`src/gb3_column_cell.sv`:
```
// ----------------------------------------------------------------------------
// gb3_column_cell: one window column
// Holds top, middle and bottom pixels of one column, passes them on to the
// next cell on every shift and offers the 1-2-1 weighted column sum.
// ----------------------------------------------------------------------------
`default_nettype none

module gb3_column_cell #(
  parameter int PB = 8
) (
  input  wire logic                clk,
  input  wire logic                rst,
  input  wire logic                shift,
  input  wire logic [2:0][PB-1:0]  col_in,   // [0] top, [1] middle, [2] bottom
  output logic      [2:0][PB-1:0]  col_out,
  output logic      [PB+1:0]       col_sum
);

  always_ff @(posedge clk) begin
    if (rst) begin
      col_out <= '0;
    end else if (shift) begin
      col_out <= col_in;
    end
  end

  assign col_sum = {2'b00, col_out[0]} + {1'b0, col_out[1], 1'b0} + {2'b00, col_out[2]};

endmodule

`default_nettype wire

```
`config.mk`:
```
export PLATFORM = sky130hd
export DESIGN_NAME = gb3_column_cell
export DESIGN_NICKNAME = d
export VERILOG_FILES = /design/src/gb3_column_cell.sv
export SDC_FILE = /design/constraint.sdc
export NUM_CORES = 1
export LEC_CHECK = 0
export ABC_AREA = 0
export BUFFER_PORTS_ARGS = -buffer_cell sky130_fd_sc_hd__buf_2
export CAP_MARGIN = 5
export CORE_UTILIZATION = 40
export DETAILED_ROUTE_END_ITERATION = 6
export HOLD_SLACK_MARGIN = 0.05
export PLACE_DENSITY_LB_ADDON = 0.1
export SLEW_MARGIN = 20
export SYNTH_ARGS = -nofsm -noshare
export SYNTH_HDL_FRONTEND = slang
export SYNTH_SLANG_ARGS = --single-unit
```
`constraint.sdc`:
```
create_clock -name clk -period 6.6 [get_ports clk]
set_input_delay 0.99 -clock clk [delete_from_list [all_inputs] [get_ports clk]]
set_output_delay 0.99 -clock clk [all_outputs]
set_load 0.005 [all_outputs]
```
Word-level counts from Yosys, hierarchy flattened --
Cells that the tools add are included. Widths: inputs -> output; s select.
Cells by class: mux-type cells 0, reductions and logical operators 0, order comparisons 0, bitwise operators 0, eq/ne operators 0, shifts and indexed selects 0, multipliers 0, div/mod/pow operators 0, add/subtract/negate cells 2
Operator list (number):
- $add 10x8->10 | 1
- $add 8x9->10 | 1
Storage, ports and cells: latch bits 0, register bits 24, word-level logic and storage cells 5, RAM bits 0, input bits 27, output and inout bits 34, memories kept 0, bits in read-only memories 0

Longest topological paths before layout --
word-level depth 2, gate-level depth with buffers 6, depth with buffers taken out 6

Worst setup path before layout --
OpenSTA, ideal clock, no wires.
path kind reg2out, from register col_out[1] in the netlist's numbering, to output col_sum[7], cell stages (with the launch flop) 7, path buffers 0, setup slack 3.750 ns, required time 5.610 ns, arrival 1.860 ns, path through dfxtp_1 fa_1 ha_1 fa_1 a21oi_1 o21a_2 xnor2_1
On the way: cells in the longest elaborated chain, start to end 2
Ends and longest elaborated chain:
- from (decl) | RTL line 15 | output logic [2:0][PB-1:0] col_out,
- from (signal assigned) | RTL line 23 | col_out <= col_in;
- $add 8x9->10 | RTL line 27 | assign col_sum = {2'b00, col_out[0]} + {1'b0, col_out[1], 1'b0} + {2'b00, col_out[2]};
- $add 10x8->10 | RTL line 27
- to (decl) | RTL line 16 | output logic [PB+1:0] col_sum
No other way between the ends.

Final worst setup path --
Ends and elaborated chain as after synthesis.

==> results.cfg <==
[final_layout]
largest_reg_flops = 24
syn2layout_area_growth_pct = 28.5
layout.nets = 230
num-fill-cells = 304
largest-register = col_out
multi_input_area_um2 = 802
stdcell_count = 229
drive_above_1_share_pct = 36.8
seqCellArea_um2 = 480
diodes = 0
reg_top3 = col_out x24

[critical_path]
crit_path_start = col_out[1]
rr_endpoint = col_out[23]
cp_max_fo = 3
crit_family = adder cells
cpPeakStageDelay_ns = 0.49
worst_setup_path_end_kind = output port
cp_slowest_cell = fa_1
worstPathRequired_ns = 5.61
r2r_setup_slack_ns = 5.92
crit_path_cell_trace = fa_1, ha_1, fa_1, a21oi_1, o21a_2, xnor2_1, buf_2
cp_data_arrival_time_ns = 2.47
worst-r2r-cell-count = 2
r2r-start = col_out[23]
path_class = flop to output port
path_buf_inv = 1
startpoint_type = flop
endpoint = col_sum[7]
cp_common_cell = fa_1
cp_num_cells = 7

[detailed_routing]
drc_errors = 0
drtIter0Drc = 53
wl_per_cell_um = 12.1
firstDrtPassIters = 3
ant_nets = 0
totalWireLength_um = 2780
viasPerCell = 4.83
via_count = 1105

[clock_tree]
numCtsBuffers = 3
cts_sinks = 24
worstSkewPairLatency_ns = 0.32
cts_buffer_depth = 2
cts.hold.buffers_added = 0
cts_resized = 0
cts_setup_buffers = 0
clockRootBuffer = clkbuf_4
path_clk_slew_ns = 0.13
cts_tree = built
htree_levels = 1

[timing]
fmax_mhz = 289
tns_ns = 0
setup_viol_count_final = 0
finalClockSkew_ns = 0
relSlewSlack_pct = 53.1
drv_slew = 0
hold_violations = 0
rsz0062_at_grt = false
min_period_ns = 3.46
tightest_slew_ns = 0.703
timing.final.crit_share_pct = 52.4

[floorplanning]
die_h_um = 59.5
die_x_um = 59.5
initial_core_util_pct = 42.7
die-area_um2 = 3540
core_area_um2 = 3100
num_rows = 20
num_io_pins = 61

[power]
power.density_nw_per_um2 = 215
ir_drop_mv = 0.100
p_leak_nw = 0.930

[grt]
grt_pass1_wl_um = 4430
grt_usage_pct = 16.9
grt_pass1_vias = 1042
grt-ovfl-total = 0
grt_max_degree = 25
grt_antenna_before_repair = 0

[logic_synthesis]
yosys_warnings = 0
synth_edf_count = 0
ys_seq_area_share_pct = 36.3
ys.flop_type = dfxtp_1
synthTopCellsByArea = dfxtp_1, mux2i_1, fa_1
synth_fp_nets = 170
synth_cell_types = 26
async_flop_share_pct = 0
synth_common_cells = mux2i_1, dfxtp_1, nor2_1
synth_area_leader_cell = dfxtp_1
syn_area_per_cell_um2 = 10.5
synth_area_um2 = 1320
yosys.cell_count.top_type = mux2i_1
synthDominantCellAreaShare_pct = 36.3
synth_cells = 126
ys_seq_elements = 24

[flow_run]
maxCapViolations = 0

[worst_hold_path]
hp-class = flop to flop

[placement]
post-place-cells = 225
dp_hpwl_um = 2230
numPortBuffers = 60
finalWeightedCongestion = 0.842

[run_status]
outcome = completed
[worst min-delay path, delay by kind of cell (launching register included)]
| kind | cells | cell delay [ns] |
|---|---|---|
| and+or+nand+nor | 1 | 0.05 |
| DFF | 1 | 0.35 |
| muxes | 1 | 0.12 |
[worst min-delay path by stage]
stage | start | end | slack, ns | depth (start not counted)
after global routing | col_out[0] | col_out[0] | 0.56 | 2
after floorplan | col_out[16] | col_out[16] | 0.51 | 2
after CTS | col_out[0] | col_out[0] | 0.55 | 2
final | col_out[0] | col_out[0] | 0.55 | 2
after global placement | col_out[16] | col_out[16] | 0.50 | 2
after detailed placement | col_out[0] | col_out[0] | 0.52 | 2
[metrics by stage]
step	util, %	total power, W	cell area, um^2	hold slack, ns	setup slack [ns]
floorplan	-	0.000225	1320	0.512	3.75
global placement	53.1	0.000260	1650	0.500	3.54
detailed placement	53.1	0.000263	1650	0.520	3.50
CTS	54.8	0.000371	1700	0.547	3.12
global route	54.8	0.000390	1700	0.558	3.01
finish	54.8	0.000365	1700	0.546	3.14
[power breakdown]
group / switching, W / internal, W / total (W) / leakage, nW
clock network: 0.0000462 / 0.0000614 / 0.000108 / 0.0279
logic: 0.0000462 / 0.0000494 / 0.0000957 / 0.704
registers: 0.00000837 / 0.000154 / 0.000162 / 0.198
total: 0.000101 / 0.000265 / 0.000365 / 0.930
[cell type report]
cell class              count  area share [%]
multi-input cells          94            47.1
flip-flops and latches     24            28.2
repair buffers             60            17.6
well taps                  44            3.24
clock inverters             1            1.76
clock buffers               3            1.32
inverters                   3           0.662
[layer usage]
metal | wire length (um) | share of wire (%) | up-vias | global-route usage [%]
met2 | 1360 | 49 | 38 | 29.7
met4 | 53 | 1.9 | 0 | 7.97
li1 | - | - | 551 | -
met5 | 0 | 0 | - | 0
met1 | 1230 | 44 | 511 | 20.2
met3 | 135 | 4.9 | 5 | 2.62
[logic make-up after synthesis]
logic type / Yosys count / synth area share [%]
AO/OA/AOI/OAI: 13 / 6.99
XOR/XNOR: 4 / 2.65
adder cells (fa/ha/maj): 17 / 20.6
buffers and inverters: 8 / 3.12
flip-flops: 24 / 36.3
multiplexers: 25 / 18.9
AND/OR/NAND/NOR: 35 / 11.4
[cells in the final DEF (no fill, tap or decap)]
| cell type | instances |
|---|---|
| a21oi_1 | 4 |
| bufinv_16 | 1 |
| nor3_1 | 2 |
| nand3b_1 | 1 |
| nand2_1 | 3 |
| dfxtp_1 | 24 |
| a221oi_1 | 1 |
| nand3_1 | 2 |
| nor2_1 | 24 |
| nand4_1 | 1 |
| a21o_1 | 2 |
| o21ai_0 | 1 |
| o211ai_1 | 1 |
| a21oi_2 | 1 |
| xnor2_1 | 2 |
| mux2i_1 | 25 |
| o221a_2 | 1 |
| inv_1 | 3 |
| ha_1 | 9 |
| and2b_2 | 1 |
| fa_1 | 8 |
| o21bai_1 | 1 |
| or2b_1 | 1 |
| buf_2 | 60 |
| clkbuf_4 | 3 |
| o21a_2 | 1 |
| xor2_1 | 2 |
No activity file was read; power rests on OpenSTA's default activity.
